--- src/hw/rtl/slc_pkg.sv ---
// Package for the sorted list with cursor.
// Operation and status codes, cell interface structs, default depth.
// No dependencies.
package slc_pkg;

    localparam int DEPTH_DEF = 64;
    localparam int VAL_W     = 32;
    localparam int CNT_OUT_W = 7;

    typedef enum logic [2:0] {
        KIND_READ,
        KIND_INSERT,
        KIND_REMOVE,
        KIND_ADVANCE,
        KIND_RETREAT,
        KIND_FIRST,
        KIND_LAST,
        KIND_CLEAR
    } kind_t;

    typedef enum logic [2:0] {
        ST_OK,
        ST_MARKER,
        ST_NO_ADVANCE,
        ST_NO_RETREAT,
        ST_FULL
    } status_t;

    // operation broadcast to every cell
    typedef struct packed {
        logic                    apply;
        kind_t                   kind;
        logic signed [VAL_W-1:0] value;
        logic                    empty;
    } op_t;

    // what a cell shows its neighbors
    typedef struct packed {
        logic signed [VAL_W-1:0] entry;
        logic                    valid;
        logic                    flag;   // empty, or holds a value greater than the insert value
        logic                    curs;   // cursor position <= this cell's position
    } nbr_t;

endpackage

--- src/hw/rtl/slc_cell.sv ---
// One cell of the list: an entry, its valid bit and one cursor thermometer bit.
// Depends on slc_pkg.
module slc_cell (
    input  logic          clk,
    input  logic          rst_n,
    input  slc_pkg::op_t  op,
    input  slc_pkg::nbr_t left,
    input  slc_pkg::nbr_t right,
    output slc_pkg::nbr_t self
);

    logic signed [slc_pkg::VAL_W-1:0] entry_reg;
    logic signed [slc_pkg::VAL_W-1:0] entry_next;
    logic                             valid_reg;
    logic                             valid_next;
    logic                             curs_reg;
    logic                             curs_next;
    logic                             flag;

    assign flag = !valid_reg || (op.value < entry_reg);

    always_comb
    begin
        entry_next = entry_reg;
        valid_next = valid_reg;
        curs_next  = curs_reg;
        if (op.apply)
        begin
            case (op.kind)
                slc_pkg::KIND_INSERT:
                begin
                    if (flag)
                    begin
                        entry_next = left.flag ? left.entry : op.value;
                    end
                    valid_next = valid_reg | left.valid;
                    curs_next  = op.empty ? 1'b1 : left.flag;
                end
                slc_pkg::KIND_REMOVE:
                begin
                    if (curs_reg)
                    begin
                        entry_next = right.entry;
                    end
                    valid_next = right.valid;
                end
                slc_pkg::KIND_ADVANCE: curs_next = left.curs;
                slc_pkg::KIND_RETREAT: curs_next = right.curs;
                slc_pkg::KIND_FIRST:   curs_next = 1'b1;
                slc_pkg::KIND_LAST:    curs_next = !right.valid;
                slc_pkg::KIND_CLEAR:
                begin
                    valid_next = 1'b0;
                    curs_next  = 1'b1;
                end
                default: ;
            endcase
        end
    end

    always_ff @(posedge clk or negedge rst_n)
    begin
        if (!rst_n)
        begin
            valid_reg <= 1'b0;
            curs_reg  <= 1'b1;
        end
        else
        begin
            valid_reg <= valid_next;
            curs_reg  <= curs_next;
        end
    end

    always_ff @(posedge clk)
    begin
        entry_reg <= entry_next;
    end

    assign self.entry = entry_reg;
    assign self.valid = valid_reg;
    assign self.flag  = flag;
    assign self.curs  = curs_reg;

endmodule

--- config.mk ---
export PLATFORM = sky130hd
export DESIGN_NAME = slc_cell
export DESIGN_NICKNAME = d
export VERILOG_FILES = /design/src/hw/rtl/slc_pkg.sv /design/src/hw/rtl/slc_cell.sv
export SDC_FILE = /design/constraint.sdc
export NUM_CORES = 1
export LEC_CHECK = 0
export BUFFER_PORTS_ARGS = -buffer_cell sky130_fd_sc_hd__buf_4
export CAP_MARGIN = 25
export CORE_MARGIN = 2
export CORE_UTILIZATION = 49
export CTS_CLUSTER_DIAMETER = 80
export DETAILED_ROUTE_END_ITERATION = 7
export HOLD_SLACK_MARGIN = 0.12
export PLACE_DENSITY = 0.87
export SLEW_MARGIN = 10
export SYNTH_ARGS = -nofsm -noshare
export SYNTH_HDL_FRONTEND = slang
export SYNTH_SLANG_ARGS = --single-unit
--- constraint.sdc ---
create_clock -name clk -period 5.3 [get_ports clk]
set_input_delay 0.795 -clock clk [delete_from_list [all_inputs] [get_ports clk]]
set_output_delay 0.795 -clock clk [all_outputs]
set_load 0.005 [all_outputs]
==> results of run 1 <==
-- cells by family (layout without fill, tap and decap cells) --
group                      Yosys count  after routing  share of synthesized area [%]
AOI/OAI and AO/OA                   65             65                           14.2
muxes                               33             33                           12.5
adders and majority gates           31             31                           14.7
and+or+nand+nor                     73             73                           12.5
DFF                                 34             34                           38.5
buffers and inverters               49            185                           7.56
-- per-layer routing --
metal	wire, um	track usage [%]	vias to the layer above
li1	-	-	1282
met1	2700	26.6	1135
met2	3510	42.2	98
met3	498	5.88	12
met4	122	8.21	0
met5	0	0	-
-- cell usage in the layout (no fill, tap or decap), types with 4 or more instances in the layout --
master,Yosys,layout
nor3_1,4,4
mux2i_1,33,33
nand2_1,41,41
nor2_1,10,9
a21oi_1,12,12
buf_4,3,142
nand4_1,5,5
edfxtp_1,32,32
o21ai_0,40,40
nand3_1,4,4
ha_1,31,31
inv_1,35,35
clkbuf_8,0,5
-- worst min path at each step --
stage	to	slack, ns	depth (start not counted)
2_1_floorplan	valid_reg	0.50	0
3_3_place_gp	curs_reg	0.54	2
3_5_place_dp	curs_reg	0.54	2
4_1_cts	valid_reg	0.27	1
5_1_grt	valid_reg	0.27	1
6_report	valid_reg	0.28	1
-- critical path: stages --
cell and delay (ns):
buf_4 0.12, ha_1 0.34, nand4_1 0.14, nor2_1 0.27
nand4_1 0.13, nand3_1 0.14, mux2i_1 0.27, or2_1 0.14
buf_4 0.11
-- stage by stage --
step / setup WS (ns) / hold slack [ns] / util, % / power [W]
5_1_grt: 1.88 / 0.271 / 74.5 / 0.000730
2_1_floorplan: 2.08 / 0.499 / - / 0.000414
6_report: 2.05 / 0.282 / 74.5 / 0.000690
3_5_place_dp: 1.95 / 0.536 / 72.5 / 0.000515
3_3_place_gp: 1.99 / 0.541 / 72.5 / 0.000508
4_1_cts: 2.04 / 0.275 / 74.0 / 0.000695
-- area by class of cell --
class	instances	area, um^2	area share, %
multi-input combinational	202	1430	37.3
timing repair buffer	143	1090	28.5
sequential	34	1010	26.4
inverter	35	131	3.43
tap	70	87.6	2.29
clock buffer	7	76.3	1.99
-- power by group --
group / total, W / internal (W) / switching (W) / leakage (nW)
sequential: 0.000320 / 0.000312 / 0.00000764 / 0.315
clock: 0.000180 / 0.0000905 / 0.0000897 / 0.0383
combinational: 0.000191 / 0.000108 / 0.0000821 / 1.51
==> out/results.tsv, run 1 <==
metric	value	unit
status	finished clean	
CTS tree	yes	
number of port buffers	142	
DR pass1 iterations	4	
placed inst area	3730	um^2
Reg2Reg Depth	8	
PostCTS Resize Cnt	0	
vias	2527	
vias in the first global route	2582	
top cells by area, synth	edfxtp_1 (37%), ha_1 (15%), mux2i_1 (13%)	
Slew @ Worst Pin	0.800	ns
Root Buffer	clkbuf_8	
CTS Sinks	34	
routed wire length per instance	13.9	um
Max IR drop VDD	0.117	mV
Hold WC Path Type	input pin to asynchronous set/reset pin	
fillers	378	
largest net degree at the start of global routing	65	
Initial Util	51.2	%
CTS buffer count	5	
final setup violation count	0	
Synth top area share	36.5	%
die width	77.3	um
period utilization	61.3	%
fin cells	491	
CP Launch Point	op[32]	
Max clock buf depth	2	
top_reg_cell synth	edfxtp_1	
crit path launch type	input pin	
Clock Latency Late Sink	0.28	ns
max reg flops	32	
GRT Overall Usage	23.4	%
crit end category	output port	
CP Data Arrival Time	2.45	ns
RSZ-0062 raised after global routing	false	
antenna cells	0	
max_slew headroom	46.7	%
Avg Cell Area, Syn	9.24	um^2
fmax	308	MHz
post-CTS setup buffers	0	
Slew Limit Fails	0	
Post-synth EDFFs	32	
Critical R2R Launch	entry_reg[31]	
Final HPWL DP	5490	um
dpl cells	483	
Reg2Reg Setup Slack	2.53	ns
final hold violations	0	
Worst Skew	0.00375	ns
first-pass GRT wire length	11300	um
Hold-fix buffers, CTS	0	
final instance area	3830	um^2
Mapped Area	2630	um^2
area leader, netlist	edfxtp_1	
area delta synth->final	45.5	%
Setup CP Type	input pin to output port	
drt drc	0	
Synth Net Count	425	
count leader, synth	nand2_1	
Final Critical Period	3.25	ns
H-tree Lvls	2	
residual overflow from global routing	0	
fin nets	561	
CTS clock-pin slew for the worst setup and hold paths	0.07	ns
Pwr Density	180	nW/um^2
Cell variety after synth	36	
worst path required time	4.51	ns
Final Wtd Congestion	0.783	
die height	77.3	um
yosys warns	0	
Die ar.	5970	um^2
final WL	6830	um
r2r endpoint	entry_reg[21]	
setup TNS	0	ns
max cap viols	0	
Worst Setup EP	self[1]	
Mapped Cells	285	
#FFs+latches synth	34	
sequential area share after synthesis	38.5	%
Via-to-Cell Ratio	5.15	
post-route ant nets	0	
Row Count	26	
Synth async-reset ratio	5.88	%
critical path fanouts, max	5	
Core ar.	5140	um^2
share of cells above drive strength 1	36.6	%
io pins	144	
synth cell count leaders	nand2_1 (41), o21ai_0 (40), inv_1 (35)	
drt first-iter violations	61	
leak pwr	1.87	nW
initial antenna violation count	0	
Note: power is estimated with default switching activity, not from simulation.
==> inputs of run 2 (changes only) <==
--- a/config.mk
+++ b/config.mk
@@ -5,14 +5,15 @@
 export SDC_FILE = /design/constraint.sdc
 export NUM_CORES = 1
 export LEC_CHECK = 0
+export ABC_AREA = 1
 export BUFFER_PORTS_ARGS = -buffer_cell sky130_fd_sc_hd__buf_4
 export CAP_MARGIN = 25
 export CORE_MARGIN = 2
-export CORE_UTILIZATION = 49
+export CORE_UTILIZATION = 45
 export CTS_CLUSTER_DIAMETER = 80
 export DETAILED_ROUTE_END_ITERATION = 7
 export HOLD_SLACK_MARGIN = 0.12
-export PLACE_DENSITY = 0.87
+export PLACE_DENSITY = 0.81
 export SLEW_MARGIN = 10
 export SYNTH_ARGS = -nofsm -noshare
 export SYNTH_HDL_FRONTEND = slang
==> constraint.sdc (replaced) <==
create_clock -name clk -period 3.14 [get_ports clk]
set_input_delay 0.471 -clock clk [delete_from_list [all_inputs] [get_ports clk]]
set_output_delay 0.471 -clock clk [all_outputs]
set_load 0.005 [all_outputs]
==> run 2 against run 1 <==
  * Cell count rose by 13%
  * Clock skew fell by 0.0016 ns
  * Worst hold slack improved by 0.10 ns
  * Die area rose by 8.7%
  * Critical path depth rose by 3
  * Clock power rose by 69%
  * Area after synthesis rose by 0.24%
==> out/results.tsv, run 2 <==
metric	value	unit
status	finished clean	
Final Critical Period	2.40	ns
max reg flops	32	
mux cell area share after synthesis	0	%
CP Data Arrival Time	1.93	ns
Hold-fix buffers, CTS	1	
Via-to-Cell Ratio	4.95	
H-tree Lvls	2	
Initial Util	47.3	%
io pins	144	
Core ar.	5570	um^2
fin nets	625	
Mapped Area	2640	um^2
Final Wtd Congestion	0.777	
drt first-iter violations	118	
Mapped Cells	347	
total power	0.00118	W
commonest non-fill, non-tap cells in the layout	buf_4 (146), nand2_1 (101), inv_1 (47)	
Max IR drop VDD	0.267	mV
FF/Latch Area	1010	um^2
share of cells above drive strength 1	33.6	%
Post-Synth XOR/XNOR Area	0	%
Synth Net Count	487	
CTS Sinks	34	
CTS clock-pin slew for the worst setup and hold paths	0.07	ns
number of port buffers	142	
Setup CP Type	register to output port	
Slew Limit Fails	0	
count leader, synth	nand2_1	
Row Count	27	
final WL	7500	um
residual overflow from global routing	0	
PostCTS Resize Cnt	0	
max cap viols	0	
setup TNS	0	ns
worst path required time	2.67	ns
utilization after layout	69.2	%
most common cell after layout, fill and taps aside	buf_4	
first-pass GRT wire length	11800	um
Post-synth EDFFs	32	
CTS tree	yes	
Synth top area share	36.4	%
footprint of the multi-input gates	1380	um^2
final setup violation count	0	
Post-Synth Adder-Cell Area	14.7	%
Synth async-reset ratio	5.88	%
sequential area share after synthesis	38.4	%
Cell variety after synth	26	
hold path depth	2	
routed wire length per instance	13.5	um
#FFs+latches synth	34	
Root Buffer	clkbuf_8	
yosys warns	0	
die height	80.6	um
Synth Area in Simple Gates	24.4	%
max_slew headroom	60.2	%
crit end category	output port	
CTS buffer count	5	
Pwr Density	306	nW/um^2
largest family of logic cells by synthesized area	simple AND/OR/NAND/NOR gates	
Final HPWL DP	5910	um
Reg2Reg Depth	13	
Die ar.	6490	um^2
drt drc	0	
crit path launch type	register	
Clock Latency Late Sink	0.28	ns
die width	80.6	um
post-CTS setup buffers	0	
Synth Area in Compound Gates	12.8	%
Hold WC Path Type	input pin to register	
synth cell count leaders	nand2_1 (102), inv_1 (47), nor2_1 (43)	
Worst Skew	0.00217	ns
area leader, netlist	edfxtp_1	
area delta synth->final	46.2	%
largest net degree at the start of global routing	35	
top_reg_cell synth	edfxtp_1	
GRT Overall Usage	23.3	%
fmax	417	MHz
initial antenna violation count	0	
DR pass1 iterations	4	
period utilization	76.3	%
Max clock buf depth	2	
vias	2755	
critical path fanouts, max	2	
top cells by area, synth	edfxtp_1 (36%), ha_1 (15%), nand2_1 (15%)	
RSZ-0062 raised after global routing	false	
vias in the first global route	2741	
Slew @ Worst Pin	0.597	ns
leak pwr	2.00	nW
Avg Cell Area, Syn	7.60	um^2
fillers	469	
final hold violations	0	
post-route ant nets	0	
antenna cells	0	
==> run 2: final cells by class <==
| class | count | area share [%] |
|---|---|---|
| timing repair buffer | 148 | 29.1 |
| sequential | 34 | 26.2 |
| tap | 72 | 2.34 |
| inverter | 48 | 4.67 |
| clock buffer | 7 | 1.98 |
| multi-input combinational | 248 | 35.7 |
==> run 2: stage by stage <==
stage                     area, um^2  worst slack, ns  hold slack [ns]  instances
after floorplan                 2640            0.300            0.175        347
after global placement          3760            0.676            0.256        548
final                           3860            0.743            0.383        557
after detailed placement        3760            0.664            0.255        548
after CTS                       3840            0.733            0.375        556
after global routing            3860            0.532            0.393        557
==> run 2: logic make-up after synthesis <==
family | count (synthesis)
AO/OA/AOI/OAI | 57
buffers and inverters | 65
adder cells (fa/ha/maj) | 31
AND/OR/NAND/NOR | 160
flip-flops | 34
==> run 2: worst max-delay path, stage by stage (launching register included) <==
cell and delay, ns:
edfxtp_1 0.39, inv_1 0.07, ha_1 0.23, a21oi_1 0.17
nor2_1 0.06, nor2_1 0.09, nand3_1 0.08, nand2_1 0.07
and2_4 0.13, nand2_1 0.05, nand2_1 0.07, nand3_2 0.08
buf_4 0.15
==> run 2: path summary, 6_finish.rpt <==
path                               start  slack, ns            end
setup / recovery           entry_reg[21]       0.74        self[1]
hold / removal                    op[36]       0.38      valid_reg
setup reg to reg           entry_reg[21]       0.87  entry_reg[11]
hold reg to reg                 curs_reg       0.51       curs_reg
max in group asynchronous          rst_n       2.45       curs_reg
min in group asynchronous          rst_n       0.51      valid_reg
==> run 2: layer usage <==
layer / vias to the layer above / GRT usage, % / share of wire, %
li1: 1421 / - / -
met1: 1231 / 26.2 / 40
met2: 91 / 43.1 / 52
met3: 12 / 4.83 / 6.1
met4: 0 / 8.31 / 2.1
met5: - / 0 / 0
==> run 2: power by group <==
| part | internal, W | total (W) | switching, W |
|---|---|---|---|
| clock network | 0.000153 | 0.000305 | 0.000152 |
| logic | 0.000182 | 0.000333 | 0.000152 |
| registers | 0.000528 | 0.000540 | 0.0000124 |
